--- config.mk ---
export PLATFORM = sky130hd
export DESIGN_NAME = quadrature_detent_volume_counter_unit
export DESIGN_NICKNAME = d
export VERILOG_FILES = /design/src/qdvc_pkg.sv /design/src/quadrature_detent_volume_counter_unit.sv /design/src/qdvc_core.sv
export SDC_FILE = /design/constraint.sdc
export NUM_CORES = 1
export LEC_CHECK = 0
export BUFFER_PORTS_ARGS = -buffer_cell sky130_fd_sc_hd__clkbuf_2
export CAP_MARGIN = 5
export CORE_ASPECT_RATIO = 0.8
export CORE_MARGIN = 3
export CORE_UTILIZATION = 45
export DETAILED_ROUTE_END_ITERATION = 8
export PLACE_DENSITY_LB_ADDON = 0.1
export SETUP_SLACK_MARGIN = 0.4
export SYNTH_ARGS = -nofsm -noshare
export SYNTH_HDL_FRONTEND = slang
export SYNTH_SLANG_ARGS = --single-unit
--- constraint.sdc ---
create_clock -name clk -period 9.2 [get_ports clk]
set_input_delay 0.92 -clock clk [delete_from_list [all_inputs] [get_ports clk]]
set_output_delay 0.92 -clock clk [all_outputs]
set_load 0.05 [all_outputs]
--- src/qdvc_pkg.sv ---
// Shared types and constants for the quadrature detent volume counter.
// No dependencies; imported by qdvc_core and the top level.
package qdvc_pkg;

  // Configuration register indexes
  localparam logic REG_VOLUME_FLOOR   = 1'b0;
  localparam logic REG_VOLUME_CEILING = 1'b1;

  // Reset values
  localparam logic [6:0] FLOOR_RESET   = 7'd0;
  localparam logic [6:0] CEILING_RESET = 7'd50;
  localparam logic [6:0] VOLUME_RESET  = 7'd20;
  localparam logic [3:0] HISTORY_RESET = 4'h3;

  // Movement per {previous pair, current pair}; 14 marks a bounce
  localparam logic signed [4:0] MOVE_TABLE [16] = '{
    5'sd0,  -5'sd1, 5'sd1,  5'sd14, 5'sd1,  5'sd0,  5'sd14, -5'sd1,
    -5'sd1, 5'sd14, 5'sd0,  5'sd1,  5'sd14, 5'sd1,  -5'sd1, 5'sd0
  };

  // One result item, laid out as it travels on the output stream
  typedef struct packed {
    logic [6:0] volume_level;
    logic       step_ccw;
    logic       step_valid;
  } qdvc_result_t;

endpackage

--- src/quadrature_detent_volume_counter_unit.sv ---
// Quadrature detent volume counter: top level with stream ports and output register.
// Depends on qdvc_pkg and qdvc_core.
//
// Each input transfer carries one sample of the encoder clock and data pins;
// each produces exactly one result transfer holding the step flag, the step
// direction and the volume after that sample. One sample is taken per clock
// cycle unless stalled; the decoder state updates at the input transfer and the
// result sits in a single output register, so it appears in the next cycle.
// Input is taken whenever the output register is empty or being emptied in the
// same cycle. Write the floor and ceiling limits only while no result is outstanding.
module quadrature_detent_volume_counter_unit (
  input  logic        clk,
  input  logic        rst,
  input  logic        s_tvalid,
  output logic        s_tready,
  input  logic [7:0]  s_tdata,   // [0] clk_level, [1] dt_level, [7:2] zero
  output logic        m_tvalid,
  input  logic        m_tready,
  output logic [15:0] m_tdata,   // [0] step_valid, [1] step_ccw, [8:2] volume_level, [15:9] zero
  input  logic        wr_en,
  input  logic        wr_index,
  input  logic [6:0]  wr_data
);
  import qdvc_pkg::*;

  logic         accept;
  qdvc_result_t result;
  qdvc_result_t out_reg;

  assign s_tready = !m_tvalid || m_tready;
  assign accept   = s_tvalid && s_tready;

  qdvc_core u_core (
    .clk       (clk),
    .rst       (rst),
    .accept    (accept),
    .clk_level (s_tdata[0]),
    .dt_level  (s_tdata[1]),
    .wr_en     (wr_en),
    .wr_index  (wr_index),
    .wr_data   (wr_data),
    .result    (result)
  );

  // Output valid: set on input transfer, drop once taken
  always_ff @(posedge clk) begin
    if (rst) begin
      m_tvalid <= 1'b0;
    end else if (s_tready) begin
      m_tvalid <= s_tvalid;
    end
  end

  // Hold the result payload
  always_ff @(posedge clk) begin
    if (accept) begin
      out_reg <= result;
    end
  end

  assign m_tdata = {7'd0, out_reg};

`ifndef SYNTH
  a_ccw_implies_step: assert property (@(posedge clk) disable iff (rst)
    m_tvalid |-> (!m_tdata[1] || m_tdata[0]))
    else $error("direction set without a step");

  a_result_follows_input: assert property (@(posedge clk) disable iff (rst)
    (!$past(rst) && $past(accept)) |-> m_tvalid)
    else $error("accepted sample produced no result");

  a_no_result_from_nothing: assert property (@(posedge clk) disable iff (rst)
    (!$past(rst) && $past(!accept && m_tvalid && m_tready)) |-> !m_tvalid)
    else $error("result repeated");
`endif

endmodule

--- src/qdvc_core.sv ---
// Decoder state, limit registers and per-sample update logic.
// Depends on qdvc_pkg.
module qdvc_core (
  input  logic                  clk,
  input  logic                  rst,
  input  logic                  accept,
  input  logic                  clk_level,
  input  logic                  dt_level,
  input  logic                  wr_en,
  input  logic                  wr_index,
  input  logic [6:0]            wr_data,
  output qdvc_pkg::qdvc_result_t result
);
  import qdvc_pkg::*;

  logic [6:0]        volume_floor;
  logic [6:0]        volume_ceiling;
  logic [3:0]        pin_history;
  logic signed [4:0] movement_sum;
  logic [6:0]        volume_count;

  logic [3:0]        pin_history_next;
  logic signed [4:0] move;
  logic signed [5:0] sum_wide;
  logic signed [4:0] movement_sum_next;
  logic              step_up;
  logic              step_down;
  logic [6:0]        volume_count_next;

  // Shift in the new pin pair and accumulate its movement
  always_comb begin
    pin_history_next = {pin_history[1:0], clk_level, dt_level};
    move             = MOVE_TABLE[pin_history_next];
    sum_wide         = {movement_sum[4], movement_sum} + {move[4], move};
    step_up          = 1'b0;
    step_down        = 1'b0;
    if (sum_wide[1:0] != 2'b00) begin
      // fold large sums down to 8 plus residue
      if (sum_wide >= 6'sd9) begin
        movement_sum_next = {3'b010, sum_wide[1:0]};
      end else begin
        movement_sum_next = sum_wide[4:0];
      end
    end else begin
      step_up           = (sum_wide == 6'sd4);
      step_down         = (sum_wide == -6'sd4);
      movement_sum_next = 5'sd0;
    end
  end

  // Saturating volume move
  always_comb begin
    volume_count_next = volume_count;
    if (step_up && (volume_count < volume_ceiling)) begin
      volume_count_next = volume_count + 7'd1;
    end else if (step_down && (volume_count > volume_floor)) begin
      volume_count_next = volume_count - 7'd1;
    end
  end

  assign result.step_valid   = step_up | step_down;
  assign result.step_ccw     = step_down;
  assign result.volume_level = volume_count_next;

  // Limit registers
  always_ff @(posedge clk) begin
    if (rst) begin
      volume_floor   <= FLOOR_RESET;
      volume_ceiling <= CEILING_RESET;
    end else if (wr_en) begin
      case (wr_index)
        REG_VOLUME_FLOOR:   volume_floor   <= wr_data;
        REG_VOLUME_CEILING: volume_ceiling <= wr_data;
        default:            volume_floor   <= volume_floor;
      endcase
    end
  end

  // Advance decoder state on each accepted sample
  always_ff @(posedge clk) begin
    if (rst) begin
      pin_history  <= HISTORY_RESET;
      movement_sum <= 5'sd0;
      volume_count <= VOLUME_RESET;
    end else if (accept) begin
      pin_history  <= pin_history_next;
      movement_sum <= movement_sum_next;
      volume_count <= volume_count_next;
    end
  end

`ifndef SYNTH
  a_sum_range: assert property (@(posedge clk) disable iff (rst)
    (movement_sum >= -5'sd3) && (movement_sum <= 5'sd11))
    else $error("movement sum left its range");

  a_volume_only_on_step: assert property (@(posedge clk) disable iff (rst)
    (!$past(rst) && (volume_count != $past(volume_count)))
      |-> $past(accept && (step_up || step_down)))
    else $error("volume moved without a step");

  a_volume_unit_move: assert property (@(posedge clk) disable iff (rst)
    !$past(rst) |-> ((volume_count == $past(volume_count))
      || (volume_count == $past(volume_count) + 7'd1)
      || (volume_count == $past(volume_count) - 7'd1)))
    else $error("volume moved by more than one");
`endif

endmodule

# Word level (Yosys, flattened, before mapping)
# Memories as Yosys holds them, arrays and structs flattened.
# Index checks and enable logic that the tools add are counted.
# W data, S select, Z words.
# word_totals
mem_count	1
mem_bits_ro	80
register_bits	38
inputBits	21
# classes
bitwise_logic	3
eq_ne	2
muxes	8
addsub	3
n_lt_le_gt_ge	4
n_reduce_logical	8
# mem_list
name	words	word_bits	read_ports	rd_clocked_by_memory_dff	wr	line_no	rtl
(no name shown)	16	5	1	0	0	qdvc_core.sv:33	move = MOVE_TABLE[pin_history_next];
# ops
operator	count
$mux W5	4
$mux W7	2
$add A7 B1 Y7 const B	1
$gt A7 B7 Y1	1
$lt A7 B7 Y1	1
$sub A7 B1 Y7 const B	1
$add A5 B5 Y6	1
$eq A6 B3 Y1 const B	1
$eq A6 B4 Y1 const B	1
$ge A6 B5 Y1 const B	1
$ge A5 B5 Y1 const B	1
$not A4 Y5	1
$reduce_and A2 Y1	2
$logic_and A1 B1 Y1	3
$mux W1	2
$reduce_bool A2 Y1	1
$logic_not A1 Y1	1
$logic_or A1 B1 Y1	1
$not A1 Y1	1
$or A1 B1 Y1	1

# Longest topological paths before layout
# Gate-level depths: netlist (run 1).
# logic_depth
word_depth	10
ltp_mapped	15
mapped_depth_nobuf	13

# Modules after synthesis
# A second synthesis (run 1) with hierarchy kept.
# unflattened
cells_unflattened	276
area_unflattened_um2	2473.6
# modules_own_cells
mod	n_inst	cells_each	area_per_inst_um2
qdvc_core	1	254	2092.0
quadrature_detent_volume_counter_unit	1	22	381.6

# Worst setup path after synthesis (run 1)
# Ideal clock, no wire load.
# synth_path
path_kind	input to register
startpoint	input port s_tdata[0]
endpoint	register u_core.volume_count[3]
arrival_ns	3.723
n_path_buf	0
path_slack_ns	5.356
t_required_ns	9.079
path_stages	13
cell_sequence	inv_1 ha_1 xnor2_1 xnor2_1 ha_1 inv_1 fa_1 xnor2_1 o211ai_2 a211o_1 or3_4 o32ai_1 mux2_2
# synth_between
elab_chain_len	10
elab_cells_between_ends	14
cone_classes	add/sub (1); eq/ne (2); mux (6); bitwise (1); reduce/logical (3); memory (1)
# synth_lines
element	line_no	rtl
start, declared	quadrature_detent_volume_counter_unit.sv:16	input logic [7:0] s_tdata,
$not A4 Y5 (not written as such) (*)	qdvc_core.sv:33	
$mem_v2 Z16 W5 (*)	n/a	
$mux W5 (not written as such) (*) (2 in series)	qdvc_core.sv:33	
$add A5 B5 Y6 (*)	qdvc_core.sv:34	sum_wide = {movement_sum[4], movement_sum} + {move[4], move};
$eq A6 B3 Y1 / $reduce_bool A2 Y1 (equally long branches)	qdvc_core.sv:46, qdvc_core.sv:37	
$mux W1	qdvc_core.sv:37	if (sum_wide[1:0] != 2'b00) begin
$logic_and A1 B1 Y1	qdvc_core.sv:56	end else if (step_down && (volume_count > volume_floor)) begin
$mux W7	qdvc_core.sv:56	
$mux W7 (*)	qdvc_core.sv:54	if (step_up && (volume_count < volume_ceiling)) begin
end signal, assigned	qdvc_core.sv:88	volume_count <= volume_count_next;
end, declared	qdvc_core.sv:20	logic [6:0] volume_count;
# Every way passes the cells marked *; elsewhere a longest branch is shown, timed or not. The select of a mux whose other input is x is not followed.
# A chain may end at the register's enable or synchronous reset.

# Worst setup path after layout (run 1)
# layout_path
startpoint	input port s_tdata[0]
endpoint	register u_core.volume_count[5]
# The elaborated chain is that of the path after synthesis.

==> metrics.csv, run 1 <==
stage;metric;value;unit
run_status;outcome;finished clean;
timing;maxSlewViolCount;0;
synth;synth-seq-area-share;32.98;%
clock_network;cts_hold_buf;0;
job;cap_violations;0;
setup_path;rrSetupSlack;5.49;ns
setup_path;r2r_cells;11;
placed_design;io_buffer_count;25;
setup_path;crit_slowest_cell;nand4_1;
setup_path;cp-end-kind;flip-flop;
timing;worstMarginPinSlew;0.8296;ns
grt;grt_max_degree;40;
routing;drc;0;
layout;layout.nets;353;
synth;synthCells;290;
power_and_ir_drop;ir_drop;0.09361;mV
timing;grt_setup_unrepaired;false;
setup_path;cp_top_family;adder cells;
clock_network;cts_tree;built;
floorplanning;die_x;90.66;microns
timing;setup_viol;0;
grt;antenna_found_initial;0;
setup_path;required;9.38;ns
floorplanning;dieArea;0.006684;sq mm
timing;relSlewSlack;44.29;%
synth;yosys_warnings;0;
clock_network;clk_pin_slew;0.07;ns
clock_network;clock_sinks;38;
clock_network;insertion_delay;0.29;ns
clock_network;h-tree-depth;2;
routing;wl_per_cell;12.86;microns
worst_hold_path;whs_endpoint;u_core.movement_sum[4]$_SDFFE_PP0P_;
setup_path;worst_r2r_endpoint;u_core.volume_count[5]$_SDFFE_PP0P_;
timing;clock_skew;0.007111;ns
grt;grt_first_pass_wirelength;8.190;mm
layout;area_growth;7.517;%
layout;multi_input_area;0.001520;sq mm
setup_path;critPathBufInv;3;
setup_path;arrival;4.62;ns
routing;antenna_left;0;
routing;drt_iter0_drc;67;
grt;grt_pass1_vias;1668;
floorplanning;rows;24;
timing;timing.fmax;225.6;MHz
layout;antenna_cells;0;
synth;synthFlopType;dfxtp_1;
setup_path;cpPeakStageDelay;0.58;ns
timing;hold_viol;0;
worst_hold_path;hold_depth;2;
setup_path;crit_chain;clkbuf_2 > inv_1 > ha_1 > xnor2_1 > xnor2_1 > ha_1 > inv_1 > fa_1 > nand2b_1 > a21oi_1 > xnor2_1 > nand4_1 > o32ai_1 > mux2_2;
timing;fin_crit_sh;48.18;%
layout;ff_latch_area;850.8;sq um
power_and_ir_drop;power_density;157.3;mW/mm^2
power_and_ir_drop;finalPower;436.4;uW
grt;grt_overflow;0;
floorplanning;coreArea;0.005495;sq mm
power_and_ir_drop;leakagePower;0.001201;uW
worst_hold_path;holdCritPathClass;reg -> reg;
layout;post_route_cells_drive_above_1_share;16.56;%
clock_network;ctsRootBufferMaster;clkbuf_8;
synth;syn_area_per_cell;8.896;sq um
layout;fillers;551;
synth;synth.distinct_cells;65;
setup_path;critPathMaxFanout;12;
synth;synth_area;0.002580;sq mm
routing;wl;4.965;mm
floorplanning;start_util;46.95;%
clock_network;clockBufferDepth;2;
synth;synth_edf_count;9;
setup_path;critPathKind;in -> reg;
worst_hold_path;worstHoldStart;u_core.movement_sum[4]$_SDFFE_PP0P_;
placed_design;hpwl;3.645;mm
setup_path;cp_common_cell;xnor2_1;
setup_path;r2r_start;u_core.pin_history[0]$_SDFFE_PP1P_;
synth;async_reset_ff_share;0;%
routing;dr.pass1.iters;4;
placed_design;gp_congestion;0.8222;
setup_path;crit_start;s_tdata[0];
timing;period_minus_slack;4.433;ns
clock_network;post_cts_buffers;0;
floorplanning;die_y;73.73;microns
setup_path;startpoint_type;primary input;
floorplanning;boundaryPins;39;
routing;avgViaCountPerCell;5.106;
timing;fin_setup_tns;0;ns
synth;ys_ff_latch;38;
routing;vias;1971;
clock_network;post_cts_resized;0;
clock_network;cts_inserted_buffers;5;
grt;grt_usage;15.56;%
==> flip-flops by register name (all words and copies together) (netlist names) <==
register,cells
u_core.volume_count,7
u_core.movement_sum,5
u_core.volume_ceiling,7
m_tvalid,1
u_core.pin_history,2
u_core.volume_floor,7
m_tdata,9
==> cells in the mapped netlist (5+ instances only) <==
cell      number  area, sq um
xnor2_1        6        52.55
nand3_1        7        35.03
ha_1          24        300.3
xor2_1         5        43.79
a211o_1        5        43.79
dfxtp_1       29        580.6
a21oi_1       20        100.1
nor2_1        30        112.6
clkbuf_1       7        26.28
inv_1         23        86.33
nor2b_1        6        37.54
nand2_1       25        93.84
and3_1         5        31.28
buf_4          9        67.56
edfxtp_1       9        270.3
==> power breakdown <==
| part | total, uW | internal (uW) | switching, uW |
|---|---|---|---|
| Combinational | 132 | 48.0 | 83.6 |
| Sequential | 187 | 181 | 5.73 |
| Clock | 118 | 61.1 | 56.6 |
| Total | 436 | 291 | 146 |
==> worst max-delay path by stage <==
stage | to | slack (ns) | cells past startpoint
finish | u_core.volume_count[5]$_SDFFE_PP0P_ | 4.77 | 14
global route | u_core.volume_count[5]$_SDFFE_PP0P_ | 4.47 | 14
CTS | u_core.volume_count[5]$_SDFFE_PP0P_ | 4.76 | 14
detailed placement | u_core.volume_count[5]$_SDFFE_PP0P_ | 4.46 | 14
global placement | u_core.volume_count[5]$_SDFFE_PP0P_ | 4.47 | 14
floorplan | u_core.volume_count[3]$_SDFFE_PP0P_ | 5.36 | 13
==> cell usage in the layout (no fill, tap or decap), drive strengths merged, types with 3 or more instances in the layout <==
cell / instances
a211o: 5
clkbuf: 33
edfxtp: 9
nor2: 30
nand3: 7
nor2b: 6
xor2: 5
and3: 5
dfxtp: 29
o21ai: 4
xnor2: 6
conb: 7
nor3: 4
a21oi: 20
inv: 23
mux2: 4
or3: 6
mux2i: 4
and4: 3
ha: 24
a211oi: 3
nand2: 25
o22ai: 3
==> cell type report <==
cell class,count,share of cell area (%)
clock buffers,8,3.248
inverters,24,3.248
multi-input cells,213,54.80
flip-flops and latches,38,30.67
well taps,78,3.518
repair buffers,25,4.511
==> worst reg2reg max path, delay by kind of cell (launching register included) <==
kind,cells,cell delay [ns]
AO/OA/AOI/OAI,2,0.64
XOR/XNOR,3,0.74
adder cells (fa/ha/maj),2,0.61
buffers and inverters,1,0.06
flip-flops,1,0.46
multiplexers,1,0.37
AND/OR/NAND/NOR,2,0.75
==> cells by family after synthesis <==
kind of cell	Yosys count	share of synthesized area, %
multiplexers	9	4.316
XOR/XNOR	11	3.734
AO/OA/AOI/OAI	61	17.22
adder cells (fa/ha/maj)	25	12.42
other	1	0.1454
AND/OR/NAND/NOR	100	20.22
flip-flops	38	32.98
buffers and inverters	45	8.971
==> stage by stage <==
step / utilization [%] / std cells / area (sq um) / worst slack (ns) / hold slack [ns]
after floorplan: - / 296 / 2603 / 5.356 / 0.4354
after global placement: 48.84 / 378 / 2684 / 4.472 / 0.4474
after detailed placement: 48.84 / 378 / 2684 / 4.459 / 0.4507
after CTS: 50.48 / 386 / 2774 / 4.764 / 0.4605
after global routing: 50.48 / 386 / 2774 / 4.467 / 0.4867
final: 50.48 / 386 / 2774 / 4.767 / 0.4571
==> per-layer routing <==
metal  track usage (%)  up-vias  wire length [microns]
met5                 0        -                      0
met4             3.565        0                     25
met3             5.118        4                    254
met2             22.19       43                   2071
met1             22.58      881                   2614
li1                  -     1043                      -
Note: power is estimated with default switching activity, not from simulation.
==> run 2, diff against run 1 <==
--- a/config.mk
+++ b/config.mk
@@ -5,6 +5,7 @@
 export SDC_FILE = /design/constraint.sdc
 export NUM_CORES = 1
 export LEC_CHECK = 0
+export ABC_AREA = 1
 export BUFFER_PORTS_ARGS = -buffer_cell sky130_fd_sc_hd__clkbuf_2
 export CAP_MARGIN = 5
 export CORE_ASPECT_RATIO = 0.8
==> constraint.sdc (replaced) <==
create_clock -name clk -period 4.2 [get_ports clk]
set_input_delay 0.42 -clock clk [delete_from_list [all_inputs] [get_ports clk]]
set_output_delay 0.42 -clock clk [all_outputs]
set_load 0.05 [all_outputs]
==> run 2 against run 1 <==
Critical path depth increased by 6. Final cell count increased by 7.8%. Total power increased by 150%. Count of clock-buffer cells in the layout decreased by 1. Synthesized cell count increased by 13%. Clock power increased by 120%. Via count increased by 4.3%. Critical path type unchanged.
==> metrics.csv, run 2 <==
stage;metric;value;unit;change
run_status;outcome;finished clean;;
clock_network;ctsRootBufferMaster;clkbuf_8;;
timing;worstMarginPinSlew;0.6405;ns;-0.1892 ns
setup_path;worst_r2r_endpoint;u_core.volume_count[1]$_SDFFE_PP0P_;;
synth;synthCells;329;;+13%
synth;async_reset_ff_share;0;%;unchanged
power_and_ir_drop;p_int;665.3;uW;+130%
power_and_ir_drop;p_sw;409.3;uW;+180%
routing;wl_per_cell;11.62;microns;-9.7%
placed_design;gp_congestion;0.8240;;+0.22%
placed_design;hpwl;3.691;mm;+1.3%
synth;synth-seq-area-share;34.33;%;+1.3 points
power_and_ir_drop;ir_drop;0.1577;mV;+68%
setup_path;r2r_cells;16;;+5
grt;grt_overflow;0;;unchanged
routing;drt_iter0_drc;124;;+85%
timing;clock_skew;0.005090;ns;-0.002021 ns
clock_network;cts_tree;built;;
synth;synth_top_cell_area_share;23.42;%;+0.92 points
setup_path;r2r_start;u_core.pin_history[0]$_SDFFE_PP1P_;;
timing;grt_setup_unrepaired;false;;
timing;setup_viol;0;;unchanged
power_and_ir_drop;leakagePower;0.001363;uW;+13%
clock_network;clockBufferDepth;2;;unchanged
layout;largest_reg_flops;9;;unchanged
timing;fin_crit_sh;71.16;%;
layout;finalInstanceArea;0.002715;sq mm;-2.1%
synth;synthFlopType;dfxtp_1;;
timing;relSlewSlack;57.26;%;+13 points
synth;synth_area;0.002479;sq mm;-3.9%
synth;yosys_warnings;0;;unchanged
layout;layout_common_cells;nand2_1, inv_1, a21oi_1, dfxtp_1, clkbuf_2;;
setup_path;critPathMaxFanout;9;;-3
placed_design;dpl_cell_area;0.002624;sq mm;-2.2%
synth;synth_area_leaders;dfxtp_1, ha_1, nand2_1;;
synth;syn_area_per_cell;7.534;sq um;-15%
floorplanning;dieArea;0.006440;sq mm;-3.6%
floorplanning;boundaryPins;39;;unchanged
setup_path;crit_chain;clkbuf_2 > inv_1 > ha_1 > xnor2_1 > xor2_1 > inv_1 > ha_1 > inv_1 > fa_1 > nand3b_1 > nand3_1 > nand2_2 > a21oi_4 > nand3_4 > nand2_1 > nand2_1 > nand2_1 > nand3_1 > nand2_1 > inv_1;;
setup_path;cpPeakStageDelay;0.41;ns;-0.17 ns
clock_network;post_cts_buffers;0;;unchanged
floorplanning;coreArea;0.005151;sq mm;-6.3%
grt;grt_max_degree;20;;-50%
clock_network;clock_sinks;38;;unchanged
grt;grt_pass1_vias;1926;;+15%
clock_network;cts_hold_buf;0;;unchanged
power_and_ir_drop;share_seq_of_total_power;40.6;%;-2.3 points
synth;yosys.area.top_type;dfxtp_1;;
setup_path;arrival;3.17;ns;-1.45 ns
timing;hold_viol;0;;unchanged
power_and_ir_drop;p_comb_share;35.7;%;+5.5 points
timing;fin_setup_tns;0;ns;unchanged
setup_path;cp-end-kind;flip-flop;;
synth;synth_compound_area_share;12.82;%;-4.4 points
layout;final_util;52.71;%;+2.2 points
grt;grt_usage;16.80;%;+1.2 points
timing;timing.fmax;334.6;MHz;
setup_path;critPathKind;in -> reg;;
setup_path;crit_start;s_tdata[0];;
floorplanning;rows;23;;-4.2%
synth;synth_edf_count;9;;unchanged
setup_path;critPathBufInv;5;;+2
worst_hold_path;holdCritPathClass;in -> reg;;
synth;synth_top_family_by_area;simple AND/OR/NAND/NOR gates;;
routing;avgViaCountPerCell;4.940;;-3.3%
placed_design;io_buffer_count;25;;unchanged
floorplanning;die_x;88.98;microns;-1.9%
power_and_ir_drop;finalPower;1075;uW;+150%
setup_path;path_depth;20;;+6
routing;vias;2055;;+4.3%
setup_path;cp_top_family;simple AND/OR/NAND/NOR gates;;
setup_path;rrSetupSlack;1.41;ns;-4.08 ns
timing;period_minus_slack;2.989;ns;
setup_path;startpoint_type;primary input;;
grt;grt_first_pass_wirelength;8.590;mm;+4.9%
timing;maxSlewViolCount;0;;unchanged
synth;synthSimpleGateAreaFrac;25.64;%;+5.4 points
clock_network;clk_pin_slew;0.07;ns;about the same
synth;synthTopCellsByCount;nand2_1, inv_1, a21oi_1;;
synth;yosysMostFrequentCell;nand2_1;;
layout;area_growth;9.540;%;
synth;ys_ff_latch;38;;unchanged
synth;synthMuxAreaShare;0;%;-4.3 points
floorplanning;start_util;48.12;%;+1.2 points
power_and_ir_drop;power_density;395.8;mW/mm^2;+150%
power_and_ir_drop;clock_power_share;23.8;%;-3.2 points
layout;layout.nets;399;;+13%
synth;synth.distinct_cells;33;;-49%
grt;antenna_found_initial;0;;unchanged
floorplanning;die_y;72.38;microns;-1.8%
clock_network;post_cts_resized;0;;unchanged
routing;wl;4.834;mm;-2.6%
setup_path;crit_slowest_cell;fa_1;;
routing;dr.pass1.iters;6;;+2
layout;post_route_cells_drive_above_1_share;13.56;%;-3.0 points
layout;antenna_cells;0;;unchanged
setup_path;cp-endpoint;u_core.volume_count[1]$_SDFFE_PP0P_;;
clock_network;cts_inserted_buffers;5;;unchanged
timing;hold_slack;0.3625;ns;-0.09455 ns
synth;synthAdderAreaFrac;12.92;%;+0.51 points
job;cap_violations;0;;unchanged
routing;antenna_left;0;;unchanged
synth;synth_xor_area_share;3.180;%;-0.55 points
layout;mostFrequentLayoutCell;nand2_1;;
setup_path;required;4.39;ns;-4.99 ns
clock_network;h-tree-depth;2;;unchanged
routing;drc;0;;unchanged
clock_network;insertion_delay;0.29;ns;about the same
power_and_ir_drop;switching_share;38.09;%;+4.7 points
run 2: cell families (layout without fill, tap and decap cells):
group	after synthesis	in the layout
DFF	38	38
adders and majority gates	25	25
other	1	7
and+or+nand+nor	134	134
xor gates and xnor gates	9	9
AOI/OAI and AO/OA	57	57
buffers and inverters	65	84
run 2: metal layers:
layer | GRT usage (%) | vias up | share of wire, %
li1 | - | 1110 | -
met1 | 24.70 | 907 | 55
met2 | 25.04 | 34 | 41
met3 | 3.405 | 4 | 3.2
met4 | 4.463 | 0 | 0.93
met5 | 0 | - | 0
run 2: how the worst min path moves through the flow:
stage	cells past startpoint	start	slack [ns]	end
3_3_place_gp	2	u_core.volume_floor[4]$_SDFFE_PP0P_	0.45	u_core.volume_floor[4]$_SDFFE_PP0P_
2_1_floorplan	2	u_core.volume_ceiling[2]$_SDFFE_PP0P_	0.43	u_core.volume_ceiling[2]$_SDFFE_PP0P_
4_1_cts	3	wr_data[5]	0.36	u_core.volume_ceiling[5]$_SDFFE_PP1P_
5_1_grt	3	wr_data[5]	0.38	u_core.volume_ceiling[5]$_SDFFE_PP1P_
6_report	3	wr_data[5]	0.36	u_core.volume_ceiling[5]$_SDFFE_PP1P_
3_5_place_dp	2	u_core.volume_floor[5]$_SDFFE_PP0P_	0.45	u_core.volume_floor[5]$_SDFFE_PP0P_
run 2: metrics by stage:
| step | setup slack [ns] | std cells |
|---|---|---|
| 4_1_cts | 1.214 | 416 |
| 3_5_place_dp | 0.9094 | 408 |
| 5_1_grt | 0.9518 | 416 |
| 3_3_place_gp | 0.9450 | 408 |
| 2_1_floorplan | 1.345 | 335 |
| 6_report | 1.211 | 416 |
run 2: worst reg2reg max path, stage by stage, from the launching register on:
cell and delay (ns):
dfxtp_1 0.45, nand2_1 0.09, a32oi_1 0.34, inv_1 0.15, ha_1 0.36, nand3_1 0.14
nand3_1 0.10, nand2_2 0.10, nand2_2 0.09, a21oi_4 0.30, nand3_4 0.16, nand2_1 0.09
nand2_1 0.05, nand2_1 0.07, nand3_1 0.07, nand2_1 0.09, inv_1 0.04
run 2: cell type report:
cell class	count	area, sq um
Clock inverter	1	5.005
Tap cell	62	77.57
Multi-Input combinational cell	232	1379
Sequential cell	38	850.8
Clock buffer	7	86.33
Fill cell	486	2436
Timing Repair Buffer	25	125.1
Inverter	51	191.4
run 2: power groups by stage:
stage | Combinational, uW | Clock [uW] | Sequential [uW]
floorplan | 290 | 0 | 468
global placement | 379 | 0 | 443
detailed placement | 384 | 0 | 444
CTS | 386 | 265 | 436
global route | 440 | 282 | 440
finish | 383 | 255 | 436
